[config.mk]
export PLATFORM = sky130hd
export DESIGN_NAME = cadence_rpm_from_pulse_times_core
export DESIGN_NICKNAME = d
export VERILOG_FILES = /design/src/crpm_pkg.sv /design/src/cadence_rpm_from_pulse_times_core.sv /design/src/crpm_front.sv /design/src/crpm_queue.sv /design/src/crpm_div.sv /design/src/crpm_back.sv
export SDC_FILE = /design/constraint.sdc
export NUM_CORES = 1
export LEC_CHECK = 0
export BUFFER_PORTS_ARGS = -buffer_cell sky130_fd_sc_hd__buf_2
export CAP_MARGIN = 25
export CORE_MARGIN = 1
export CORE_UTILIZATION = 25
export DETAILED_ROUTE_END_ITERATION = 6
export GPL_ROUTABILITY_DRIVEN = 0
export PLACE_DENSITY = 0.41
export SETUP_SLACK_MARGIN = 0.05
export SLEW_MARGIN = 20
export SYNTH_ARGS = -nofsm -noshare
export SYNTH_HDL_FRONTEND = slang
export SYNTH_SLANG_ARGS = --single-unit
[constraint.sdc]
create_clock -name clk -period 10.2 [get_ports clk]
set_input_delay 0.51 -clock clk [delete_from_list [all_inputs] [get_ports clk]]
set_output_delay 0.51 -clock clk [all_outputs]
set_load 0.05 [all_outputs]
[src/crpm_pkg.sv]
package crpm_pkg;

	localparam int WINDOW = 10;
	localparam int CNT_W = $clog2(WINDOW + 1);
	localparam int TS_W = 32;
	localparam int MPR_W = 7;
	localparam logic [MPR_W-1:0] MPR_RESET = 7'd12;
	localparam int RPM_W = 24;
	localparam logic [RPM_W-1:0] RPM_MAX = {RPM_W{1'b1}};
	localparam int USED_W = 4;
	localparam logic [63:0] US_PER_MIN_Q8 = 64'd15360000000;
	localparam int NUM_W = $clog2(US_PER_MIN_Q8 * (WINDOW - 1) + 1);
	localparam int DEN_W = MPR_W + TS_W;
	localparam int QDEPTH = 2;
	localparam int QPTR_W = $clog2(QDEPTH);
	localparam int QCNT_W = $clog2(QDEPTH + 1);

	typedef struct packed {
		logic [TS_W-1:0]   inst_delta;
		logic [TS_W-1:0]   avg_delta;
		logic [USED_W-1:0] nm1;
		logic [USED_W-1:0] pulses_used;
		logic              speed_valid;
	} crpm_entry_t;

endpackage

[src/cadence_rpm_from_pulse_times_core.sv]
// Cadence tachometer over a moving window of magnet-pulse timestamps.
// Input channel in_valid/in_ready carries one pulse item (pulse_time_us).
// Config channel cfg_valid/cfg_ready writes magnets_per_rev; always ready,
// write only while no item is in flight.
// Output channel out_valid/out_ready returns one result item per pulse:
// instant_rpm, average_rpm (Q16.8), pulses_used, speed_valid, saturated.
// The front updates the window and fill count as each item is accepted and
// pushes the interval data into a two-entry queue; the back runs one shared
// restoring divider, one quotient bit per cycle, at most once for each rate.
// Each division runs start, overflow check, 24 steps and done. With fewer
// than two pulses held both divisions are skipped; a zero interval skips
// its division and saturates that rate; an overflowing quotient ends the
// division after the check with the maximum quotient.
// The back takes a new queued item only once its last result is registered.
// Reset clears the window fill count, the queue and the output valid and
// loads magnets_per_rev with 12.
// When the receiver stalls, the result holds in the output register, the
// back waits with its next result, and the front keeps taking items until
// the queue fills, then drops in_ready.
module cadence_rpm_from_pulse_times_core import crpm_pkg::*; (
	input  logic              clk,
	input  logic              arst_n,
	input  logic              cfg_valid,
	output logic              cfg_ready,
	input  logic [MPR_W-1:0]  cfg_data,
	input  logic              in_valid,
	output logic              in_ready,
	input  logic [TS_W-1:0]   pulse_time_us,
	output logic              out_valid,
	input  logic              out_ready,
	output logic [RPM_W-1:0]  instant_rpm,
	output logic [RPM_W-1:0]  average_rpm,
	output logic [USED_W-1:0] pulses_used,
	output logic              speed_valid,
	output logic              saturated
);

	logic [MPR_W-1:0] mpr_q;
	logic             q_full;
	logic             q_push;
	crpm_entry_t      q_wdata;
	logic             q_not_empty;
	logic             q_pop;
	crpm_entry_t      q_rdata;

	assign cfg_ready = 1'b1;

	always_ff @(posedge clk or negedge arst_n) begin
		if (!arst_n) begin
			mpr_q <= MPR_RESET;
		end else if (cfg_valid) begin
			mpr_q <= cfg_data;
		end
	end

	crpm_front u_front (
		.clk           (clk),
		.arst_n        (arst_n),
		.in_valid      (in_valid),
		.in_ready      (in_ready),
		.pulse_time_us (pulse_time_us),
		.q_full        (q_full),
		.q_push        (q_push),
		.q_data        (q_wdata)
	);

	crpm_queue u_queue (
		.clk       (clk),
		.arst_n    (arst_n),
		.push      (q_push),
		.push_data (q_wdata),
		.full      (q_full),
		.not_empty (q_not_empty),
		.pop       (q_pop),
		.pop_data  (q_rdata)
	);

	crpm_back u_back (
		.clk         (clk),
		.arst_n      (arst_n),
		.mpr         (mpr_q),
		.q_not_empty (q_not_empty),
		.q_pop       (q_pop),
		.q_data      (q_rdata),
		.out_valid   (out_valid),
		.out_ready   (out_ready),
		.instant_rpm (instant_rpm),
		.average_rpm (average_rpm),
		.pulses_used (pulses_used),
		.speed_valid (speed_valid),
		.saturated   (saturated)
	);

endmodule

[src/crpm_front.sv]
module crpm_front import crpm_pkg::*; (
	input  logic              clk,
	input  logic              arst_n,
	input  logic              in_valid,
	output logic              in_ready,
	input  logic [TS_W-1:0]   pulse_time_us,
	input  logic              q_full,
	output logic              q_push,
	output crpm_entry_t       q_data
);

	logic [CNT_W-1:0] cnt_q;
	logic [TS_W-1:0]  sh_q [WINDOW-1];
	logic [TS_W-1:0]  first_q;
	logic [CNT_W-1:0] ncnt;
	logic [TS_W-1:0]  oldest;
	logic             full;

	assign in_ready = !q_full;
	assign q_push = in_valid && !q_full;
	assign full = (cnt_q == CNT_W'(WINDOW));

	always_comb begin
		ncnt = full ? cnt_q : cnt_q + CNT_W'(1);
		oldest = full ? sh_q[WINDOW-2] : first_q;
		q_data.inst_delta = pulse_time_us - sh_q[0];
		q_data.avg_delta = pulse_time_us - oldest;
		q_data.nm1 = USED_W'(ncnt - CNT_W'(1));
		q_data.pulses_used = USED_W'(ncnt);
		q_data.speed_valid = (ncnt >= CNT_W'(2));
	end

	always_ff @(posedge clk or negedge arst_n) begin
		if (!arst_n) begin
			cnt_q <= '0;
		end else if (q_push) begin
			cnt_q <= ncnt;
		end
	end

	always_ff @(posedge clk) begin
		if (q_push) begin
			if (cnt_q == '0) begin
				first_q <= pulse_time_us;
			end
			sh_q[0] <= pulse_time_us;
			for (int i = 1; i < WINDOW - 1; i++) begin
				sh_q[i] <= sh_q[i-1];
			end
		end
	end

endmodule

[src/crpm_queue.sv]
module crpm_queue import crpm_pkg::*; (
	input  logic        clk,
	input  logic        arst_n,
	input  logic        push,
	input  crpm_entry_t push_data,
	output logic        full,
	output logic        not_empty,
	input  logic        pop,
	output crpm_entry_t pop_data
);

	crpm_entry_t       mem_q [QDEPTH];
	logic [QPTR_W-1:0] wr_q;
	logic [QPTR_W-1:0] rd_q;
	logic [QCNT_W-1:0] cnt_q;
	logic              do_push;
	logic              do_pop;

	assign full = (cnt_q == QCNT_W'(QDEPTH));
	assign not_empty = (cnt_q != '0);
	assign do_push = push && !full;
	assign do_pop = pop && not_empty;
	assign pop_data = mem_q[rd_q];

	always_ff @(posedge clk or negedge arst_n) begin
		if (!arst_n) begin
			wr_q <= '0;
			rd_q <= '0;
			cnt_q <= '0;
		end else begin
			if (do_push) begin
				wr_q <= (wr_q == QPTR_W'(QDEPTH - 1)) ? '0 : wr_q + QPTR_W'(1);
			end
			if (do_pop) begin
				rd_q <= (rd_q == QPTR_W'(QDEPTH - 1)) ? '0 : rd_q + QPTR_W'(1);
			end
			if (do_push && !do_pop) begin
				cnt_q <= cnt_q + QCNT_W'(1);
			end else if (do_pop && !do_push) begin
				cnt_q <= cnt_q - QCNT_W'(1);
			end
		end
	end

	always_ff @(posedge clk) begin
		if (do_push) begin
			mem_q[wr_q] <= push_data;
		end
	end

endmodule

[src/crpm_div.sv]
module crpm_div import crpm_pkg::*; (
	input  logic             clk,
	input  logic             arst_n,
	input  logic             start,
	input  logic [NUM_W-1:0] num,
	input  logic [DEN_W-1:0] den,
	output logic             done,
	output logic [RPM_W-1:0] quot
);

	localparam int CMP_W = DEN_W + RPM_W;
	localparam int STEP_W = $clog2(RPM_W);

	typedef enum logic [1:0] {D_IDLE, D_CHECK, D_RUN} dstate_t;

	dstate_t           state_q;
	logic [NUM_W-1:0]  num_q;
	logic [DEN_W-1:0]  den_q;
	logic [DEN_W-1:0]  rem_q;
	logic [RPM_W-1:0]  lo_q;
	logic [RPM_W-1:0]  quot_q;
	logic [STEP_W-1:0] step_q;
	logic              done_q;
	logic [DEN_W:0]    trial;
	logic              fits;

	assign done = done_q;
	assign quot = quot_q;
	assign trial = {rem_q, lo_q[RPM_W-1]};
	assign fits = (trial >= {1'b0, den_q});

	always_ff @(posedge clk or negedge arst_n) begin
		if (!arst_n) begin
			state_q <= D_IDLE;
			done_q <= 1'b0;
		end else begin
			done_q <= 1'b0;
			unique case (state_q)
				D_IDLE: begin
					if (start) begin
						state_q <= D_CHECK;
					end
				end
				D_CHECK: begin
					if (CMP_W'(num_q) >= {den_q, {RPM_W{1'b0}}}) begin
						done_q <= 1'b1;
						state_q <= D_IDLE;
					end else begin
						state_q <= D_RUN;
					end
				end
				D_RUN: begin
					if (step_q == STEP_W'(RPM_W - 1)) begin
						done_q <= 1'b1;
						state_q <= D_IDLE;
					end
				end
				default: state_q <= D_IDLE;
			endcase
		end
	end

	always_ff @(posedge clk) begin
		unique case (state_q)
			D_IDLE: begin
				if (start) begin
					num_q <= num;
					den_q <= den;
				end
			end
			D_CHECK: begin
				quot_q <= RPM_MAX;
				rem_q <= DEN_W'(num_q[NUM_W-1:RPM_W]);
				lo_q <= num_q[RPM_W-1:0];
				step_q <= '0;
			end
			D_RUN: begin
				rem_q <= fits ? DEN_W'(trial - {1'b0, den_q}) : trial[DEN_W-1:0];
				lo_q <= {lo_q[RPM_W-2:0], 1'b0};
				quot_q <= {quot_q[RPM_W-2:0], fits};
				step_q <= step_q + STEP_W'(1);
			end
			default: ;
		endcase
	end

endmodule

[src/crpm_back.sv]
module crpm_back import crpm_pkg::*; (
	input  logic              clk,
	input  logic              arst_n,
	input  logic [MPR_W-1:0]  mpr,
	input  logic              q_not_empty,
	output logic              q_pop,
	input  crpm_entry_t       q_data,
	output logic              out_valid,
	input  logic              out_ready,
	output logic [RPM_W-1:0]  instant_rpm,
	output logic [RPM_W-1:0]  average_rpm,
	output logic [USED_W-1:0] pulses_used,
	output logic              speed_valid,
	output logic              saturated
);

	typedef enum logic [2:0] {
		S_IDLE, S_INST_GO, S_INST_WAIT, S_AVG_GO, S_AVG_WAIT, S_OUT
	} bstate_t;

	bstate_t          state_q;
	crpm_entry_t      e_q;
	logic [RPM_W-1:0] inst_q;
	logic [RPM_W-1:0] avg_q;
	logic             sat_q;
	logic [MPR_W-1:0] mpr_eff;
	logic             div_start;
	logic [NUM_W-1:0] div_num;
	logic [DEN_W-1:0] div_den;
	logic             div_done;
	logic [RPM_W-1:0] div_quot;
	logic [TS_W-1:0]  delta;

	assign q_pop = (state_q == S_IDLE) && q_not_empty;
	assign mpr_eff = (mpr == '0) ? MPR_W'(1) : mpr;
	assign delta = (state_q == S_AVG_GO) ? e_q.avg_delta : e_q.inst_delta;
	assign div_den = DEN_W'(mpr_eff) * DEN_W'(delta);
	assign div_num = (state_q == S_AVG_GO) ?
		NUM_W'(US_PER_MIN_Q8) * NUM_W'(e_q.nm1) : NUM_W'(US_PER_MIN_Q8);
	assign div_start = ((state_q == S_INST_GO) || (state_q == S_AVG_GO)) &&
		e_q.speed_valid && (delta != '0);

	crpm_div u_div (
		.clk    (clk),
		.arst_n (arst_n),
		.start  (div_start),
		.num    (div_num),
		.den    (div_den),
		.done   (div_done),
		.quot   (div_quot)
	);

	always_ff @(posedge clk or negedge arst_n) begin
		if (!arst_n) begin
			state_q <= S_IDLE;
			out_valid <= 1'b0;
		end else begin
			if ((state_q == S_OUT) && (!out_valid || out_ready)) begin
				out_valid <= 1'b1;
			end else if (out_ready) begin
				out_valid <= 1'b0;
			end
			unique case (state_q)
				S_IDLE: begin
					if (q_not_empty) begin
						state_q <= S_INST_GO;
					end
				end
				S_INST_GO: begin
					if (!e_q.speed_valid) begin
						state_q <= S_OUT;
					end else if (div_start) begin
						state_q <= S_INST_WAIT;
					end else begin
						state_q <= S_AVG_GO;
					end
				end
				S_INST_WAIT: begin
					if (div_done) begin
						state_q <= S_AVG_GO;
					end
				end
				S_AVG_GO: begin
					state_q <= div_start ? S_AVG_WAIT : S_OUT;
				end
				S_AVG_WAIT: begin
					if (div_done) begin
						state_q <= S_OUT;
					end
				end
				S_OUT: begin
					if (!out_valid || out_ready) begin
						state_q <= S_IDLE;
					end
				end
				default: state_q <= S_IDLE;
			endcase
		end
	end

	always_ff @(posedge clk) begin
		unique case (state_q)
			S_IDLE: begin
				e_q <= q_data;
				inst_q <= '0;
				avg_q <= '0;
				sat_q <= 1'b0;
			end
			S_INST_GO: begin
				if (e_q.speed_valid && !div_start) begin
					inst_q <= RPM_MAX;
					sat_q <= 1'b1;
				end
			end
			S_INST_WAIT: begin
				if (div_done) begin
					inst_q <= div_quot;
				end
			end
			S_AVG_GO: begin
				if (!div_start) begin
					avg_q <= RPM_MAX;
					sat_q <= 1'b1;
				end
			end
			S_AVG_WAIT: begin
				if (div_done) begin
					avg_q <= div_quot;
				end
			end
			S_OUT: begin
				if (!out_valid || out_ready) begin
					instant_rpm <= inst_q;
					average_rpm <= avg_q;
					pulses_used <= e_q.pulses_used;
					speed_valid <= e_q.speed_valid;
					saturated <= sat_q;
				end
			end
			default: ;
		endcase
	end

endmodule
==> results of run 1 <==
## logic make-up after synthesis
group                      share of synthesized area
other                                      0.0000910
muxes                                         0.0419
and+or+nand+nor                               0.0979
buffers and inverters                         0.0327
DFF                                            0.580
xor gates and xnor gates                      0.0298
adders and majority gates                      0.136
AOI/OAI and AO/OA                             0.0816
## cell type report
class	instances	area (µm²)	area share
antenna	3	7.51	0.000158
clock buffer	114	2480	0.0521
clock inverter	57	562	0.0118
inverter	265	1000	0.0211
multi-input combinational	1954	16000	0.337
sequential	800	23900	0.503
tap	2175	2720	0.0572
timing repair buffer	143	891	0.0187
## sequential cells by signal, indices dropped and copies added (netlist names), 2 cells and up
signal                cells
u_queue.cnt_q             2
u_back.state_q            3
u_back.instant_rpm       24
u_back.pulses_used        4
u_front.sh_q            288
u_back.u_div.lo_q         8
u_back.avg_q             24
u_back.u_div.den_q       39
u_back.u_div.quot        24
u_back.inst_q            24
u_front.first_q          32
u_back.u_div.num_q       21
u_back.u_div.rem_q       39
u_back.u_div.state_q      2
mpr_q                     7
u_back.average_rpm       24
u_queue.mem_q           146
u_back.u_div.step_q       5
u_back.e_q               73
u_front.cnt_q             4
## critical path, stage by stage, from the launching register on
cell	delay [ns]
dfrtp_1	0.58
nor2b_4	0.10
nand2_4	0.24
buf_4	0.75
mux2i_1	0.82
nor2b_1	0.15
fa_1	0.52
fa_1	0.52
fa_1	0.55
inv_1	0.05
fa_1	0.53
inv_1	0.04
ha_1	0.35
nand3_1	0.15
nand2b_1	0.12
o22ai_1	0.07
a211oi_2	0.44
a211oi_1	0.22
o22a_1	0.30
a2111oi_0	0.44
nor3_1	0.13
xor2_1	0.15
## synth_stat cells, drive strengths merged (72+ instances only)
cell    instances
edfxtp        778
inv           264
nand2         208
ha            199
a21oi         164
fa            155
nor2          132
nor2b         130
mux2           99
o21ai          99
xnor2          91
a21o           89
clkbuf         72
## metrics by stage
step	utilization	hold WS, ns	cell area, µm²
floorplan	-	0.214	41200
global placement	0.272	0.401	44400
detailed placement	0.272	0.405	44400
CTS	0.292	0.00256	47600
global route	0.292	0.0199	47600
finish	0.292	0.0772	47600
## layer usage
layer	share of wire	track usage	vias to the layer above	routed length, µm
met4	0.019	0.0279	0	1770
met1	0.50	0.154	11398	45400
met5	0	0	-	0
met3	0.033	0.0208	109	2990
li1	-	-	11468	-
met2	0.45	0.176	308	41300
## worst paths after layout
check                           slack, ns            startpoint                endpoint
max in group asynchronous            9.39                arst_n            u_queue.rd_q
min in group asynchronous            0.37                arst_n        u_front.cnt_q[3]
worst max-delay path                 2.67     u_back.state_q[2]  u_back.u_div.den_q[36]
worst min register to register       0.41  u_front.sh_q[0][217]    u_front.sh_q[0][249]
worst max register to register       2.67     u_back.state_q[2]  u_back.u_div.den_q[36]
worst min-delay path                 0.08     pulse_time_us[31]     u_front.sh_q[0][31]
==> flow_summary.yaml, run 1 <==
run_status:
  status: "finished clean"
clocking:
  clkLatencyLatePin_ns: 0.72
  postCtsHoldBufs: 13
  clk_path_buf_depth: 3
  cts_tree: "built"
  clk_transition_reported_paths_ns: 0.06
  numCtsBuffers: 93
  numClockSinks: 800
  post_cts_buffers: 0
  cts.repair.resized: 0
  htreeDepth: 3
  cts_root_buf: "clkbuf_16"
synthesis:
  ys_seq_elements: 800
  syn_nets: 3501
  synth_top_area_frac: 0.567
  synth_ff_type: "edfxtp_1"
  netlist_instances: 3103
  syn_avg_cell_area_um2: 13.3
  yosysUniqueCellTypes: 86
  ys_async_sr_fraction: 0.0275
  yosysSeqAreaShare: 0.580
  synth_edf_count: 778
  yosys-top-cells-area: "edfxtp_1, fa_1, ha_1"
  synth.largest_area_cell: "edfxtp_1"
  syn_area_um2: 41200
  ys_warn_count: 0
setup_path:
  cp.required_ns: 10.63
  reg2regPathDepth: 21
  path_class: "register to register"
  crit_path_end_kind: "register"
  critPathMaxFanout: 58
  cp.arrival_ns: 7.97
  start_kind: "register"
sta:
  rsz0062_at_grt: "false"
  tns_ns: 0
  setup_viol: 0
  fin_ws_ns: 2.67
  fmax_mhz: 133
  fin_crit_sh: 0.738
  slew_headroom: 0.294
  finalHoldViolCount: 0
  tightest_slew_ns: 1.06
  fin_skew_ns: 0.0784
  period_needed_ns: 7.53
  slew_viol_final: 0
route:
  drc: 0
  ant_nets: 0
  vias: 23283
  initialDrtViolationCount: 1425
  drt_wl_total_mm: 91.4
  vias_per_cell: 4.22
  wl_per_cell_um: 16.6
  drt-pass1-iter-count: 5
grt:
  grt_pass1_vias: 24649
  grt_overflow_total: 0
  grt_max_degree: 182
  grt_first_pass_wirelength_mm: 145
  grt_antenna_before_repair: 2
  grt.total_usage: 0.111
layout:
  fillers: 16496
  final_cells: 5511
  nets: 3655
  final_cell_mix: "edfxtp_1, inv_1, nand2_1, ha_1, a21oi_1"
  final_common_cell: "edfxtp_1"
  area.growth.synth_to_final_pct: 15.5
  drive_gt1_frac: 0.127
die:
  die_w_um: 408
  die_h_um: 408
  start_util: 0.253
  die_area_um2: 166000
  row_count: 148
  io_pins: 101
  design.core.area_um2: 163000
hold_path:
  min_path_cells: 1
  min_path_type: "primary input to register"
flow_run:
  cap_violations: 0
placement:
  dp_worst_setup_slack_ns: 2.55
  dp_hpwl_mm: 63.9
  numPortBuffers: 99
  dp.cells: 5324
Power of run 1 is not shown: default switching activity piles up to over one toggle a cycle in this logic, so the estimate is an artifact.
==> run 2: changes to the inputs <==
--- a/config.mk
+++ b/config.mk
@@ -5,6 +5,7 @@
 export SDC_FILE = /design/constraint.sdc
 export NUM_CORES = 1
 export LEC_CHECK = 0
+export ABC_AREA = 1
 export BUFFER_PORTS_ARGS = -buffer_cell sky130_fd_sc_hd__buf_2
 export CAP_MARGIN = 25
 export CORE_MARGIN = 1
==> constraint.sdc (replaced) <==
create_clock -name clk -period 7.1 [get_ports clk]
set_input_delay 0.355 -clock clk [delete_from_list [all_inputs] [get_ports clk]]
set_output_delay 0.355 -clock clk [all_outputs]
set_load 0.05 [all_outputs]
==> run 2 against run 1 <==
Effect of this change:
- setup slack worse by 1.8 ns
- via count is 24% higher
- first-iteration DRC count increased by 23%
- global-route usage up 1.2 points
- clock-buffer cell count up 6
- die area up 5.2%
- utilization down 0.14 points
- register-to-register slack lost 1.8 ns
- sequential share of layout area is 2.3 points lower
- final cell count up 24%
- non-clock buffer count rose by 37
- synthesized cell count rose by 38%
- critical path type unchanged
- highest routed layer unchanged
==> flow_summary.yaml, run 2 <==
grt:
  grt.total_usage: 0.123
  use_met2: 0.202
  grt_first_pass_wirelength_mm: 169
  grt_overflow_total: 0
  use_met1: 0.167
  grtUsageMet3: 0.0182
  grt_antenna_before_repair: 0
  grt_pass1_vias: 29622
  busiest_layer: "met2"
  grt_max_degree: 191
layout:
  final_cell_mix: "nand2_1, edfxtp_1, inv_1, nor2_1, ha_1"
  reg.largest.list: "u_front.sh_q x288, u_queue.mem_q x146, u_back.e_q x73"
  top_register: "u_front.sh_q"
  largest_reg_flops: 288
  drive_gt1_frac: 0.0652
  final_common_cell: "nand2_1"
  nets: 4871
  area.growth.synth_to_final_pct: 15.2
  n_antenna_cell: 0
sta:
  finalHoldViolCount: 0
  rsz0062_at_grt: "false"
  fmax_mhz: 161
  slew_headroom: 0.212
  setup_viol: 0
  fin_skew_ns: 0.0223
  slew_viol_final: 0
  tightest_slew_ns: 1.18
  fin_crit_sh: 0.874
  period_needed_ns: 6.21
  tns_ns: 0
route:
  vias_per_cell: 4.21
  wl_per_cell_um: 15.7
  ant_nets: 0
  drc: 0
  drt-pass1-iter-count: 5
  drt_wl_total_mm: 107
  initialDrtViolationCount: 1748
  vias: 28841
clocking:
  post_cts_buffers: 0
  clkLatencyLatePin_ns: 0.68
  numClockSinks: 800
  htreeDepth: 3
  cts_tree: "built"
  clk_path_buf_depth: 3
  cts_root_buf: "clkbuf_16"
  cts.repair.resized: 0
  clk_transition_reported_paths_ns: 0.06
  numCtsBuffers: 88
  postCtsHoldBufs: 49
die:
  start_util: 0.252
  die_area_um2: 175000
  die_w_um: 418
  io_pins: 101
  design.core.area_um2: 172000
  row_count: 152
  die_h_um: 418
synthesis:
  synth_ff_type: "edfxtp_1"
  synth_edf_count: 778
  synth_most_common_cell: "nand2_1"
  synth_common_cells: "nand2_1, edfxtp_1, inv_1, nor2_1, ha_1"
  syn_area_um2: 43300
  ys_async_sr_fraction: 0.0275
  netlist_instances: 4286
  syn_avg_cell_area_um2: 10.1
  yosysSeqAreaShare: 0.552
  yosys-top-cells-area: "edfxtp_1, nand2_1, fa_1"
  synth_top_area_frac: 0.539
  syn_nets: 4684
  ys_seq_elements: 800
  ys_warn_count: 0
  yosysUniqueCellTypes: 49
  synth.largest_area_cell: "edfxtp_1"
setup_path:
  crit_path_end_kind: "register"
  path_class: "register to register"
  start_kind: "register"
  critPathMaxFanout: 24
  cp.arrival_ns: 6.63
  cp.required_ns: 7.53
flow_run:
  cap_violations: 0
placement:
  numPortBuffers: 99
  dp_hpwl_mm: 80.1
hold_path:
  min_path_type: "primary input to register"
run_status:
  status: "finished clean"
==> run 2: worst paths after layout <==
path                                     start  depth (start not counted)                      to  slack, ns
max reg2reg                  u_back.state_q[1]                         23  u_back.u_div.den_q[33]       0.89
min                                  cfg_valid                          2                mpr_q[5]       0.07
max in group asynchronous               arst_n                          2            u_queue.rd_q       6.50
min in group asynchronous               arst_n                          2        u_front.cnt_q[2]       0.19
max                          u_back.state_q[1]                         23  u_back.u_div.den_q[33]       0.89
min reg2reg                u_front.sh_q[0][62]                          0     u_front.sh_q[0][94]       0.40
==> run 2: worst max-delay path: stages, from the launching register on <==
cell      delay (ns)
dfrtp_1         0.55
nand2_1         0.15
nor2_4          0.50
nand2_1         0.10
o21ai_1         0.41
nor2_1          0.15
fa_1            0.58
inv_1           0.05
fa_1            0.48
inv_1           0.05
fa_1            0.53
inv_1           0.05
fa_1            0.52
inv_1           0.04
ha_1            0.34
a21oi_1         0.24
a21boi_0        0.39
o21ai_0         0.25
nand3_1         0.13
nand2_1         0.15
nand2_1         0.12
nand2_1         0.05
nand2_1         0.06
nand2_1         0.05
==> run 2: logic make-up after synthesis <==
family	synth area share
simple gates	0.165
flops	0.552
buf+inv	0.0660
compound gates	0.0591
fa+ha+maj	0.129
xor+xnor	0.0216
mux	0.00716
other cells	0.0000865
==> run 2: final cells by class <==
class	instances	area, µm²
repair buffers	180	1250
clock inverters	36	340
clock buffers	120	2390
multi-input cells	2744	16700
flip-flops and latches	800	23900
well taps	2310	2890
fillers	18184	122000
inverters	659	2480
==> run 2: metrics by stage <==
| stage | util | hold WS [ns] | std cells | setup slack (ns) | area, µm² |
|---|---|---|---|---|---|
| after global routing | 0.290 | 0.0765 | 6849 | 0.421 | 49900 |
| after global placement | 0.272 | 0.387 | 6643 | 0.997 | 46700 |
| after floorplan | - | 0.0594 | 4286 | 0.784 | 43400 |
| after CTS | 0.290 | 0.00196 | 6848 | 0.836 | 49900 |
| final | 0.290 | 0.0682 | 6849 | 0.892 | 49900 |
| after detailed placement | 0.272 | 0.390 | 6643 | 0.868 | 46700 |
==> run 2: routing by layer <==
metal,share of wire,up-vias
li1,-,14438
met1,0.48,13816
met2,0.46,431
met3,0.031,156
met4,0.025,0
met5,0,-
Power of run 2 is left out for the same reason.
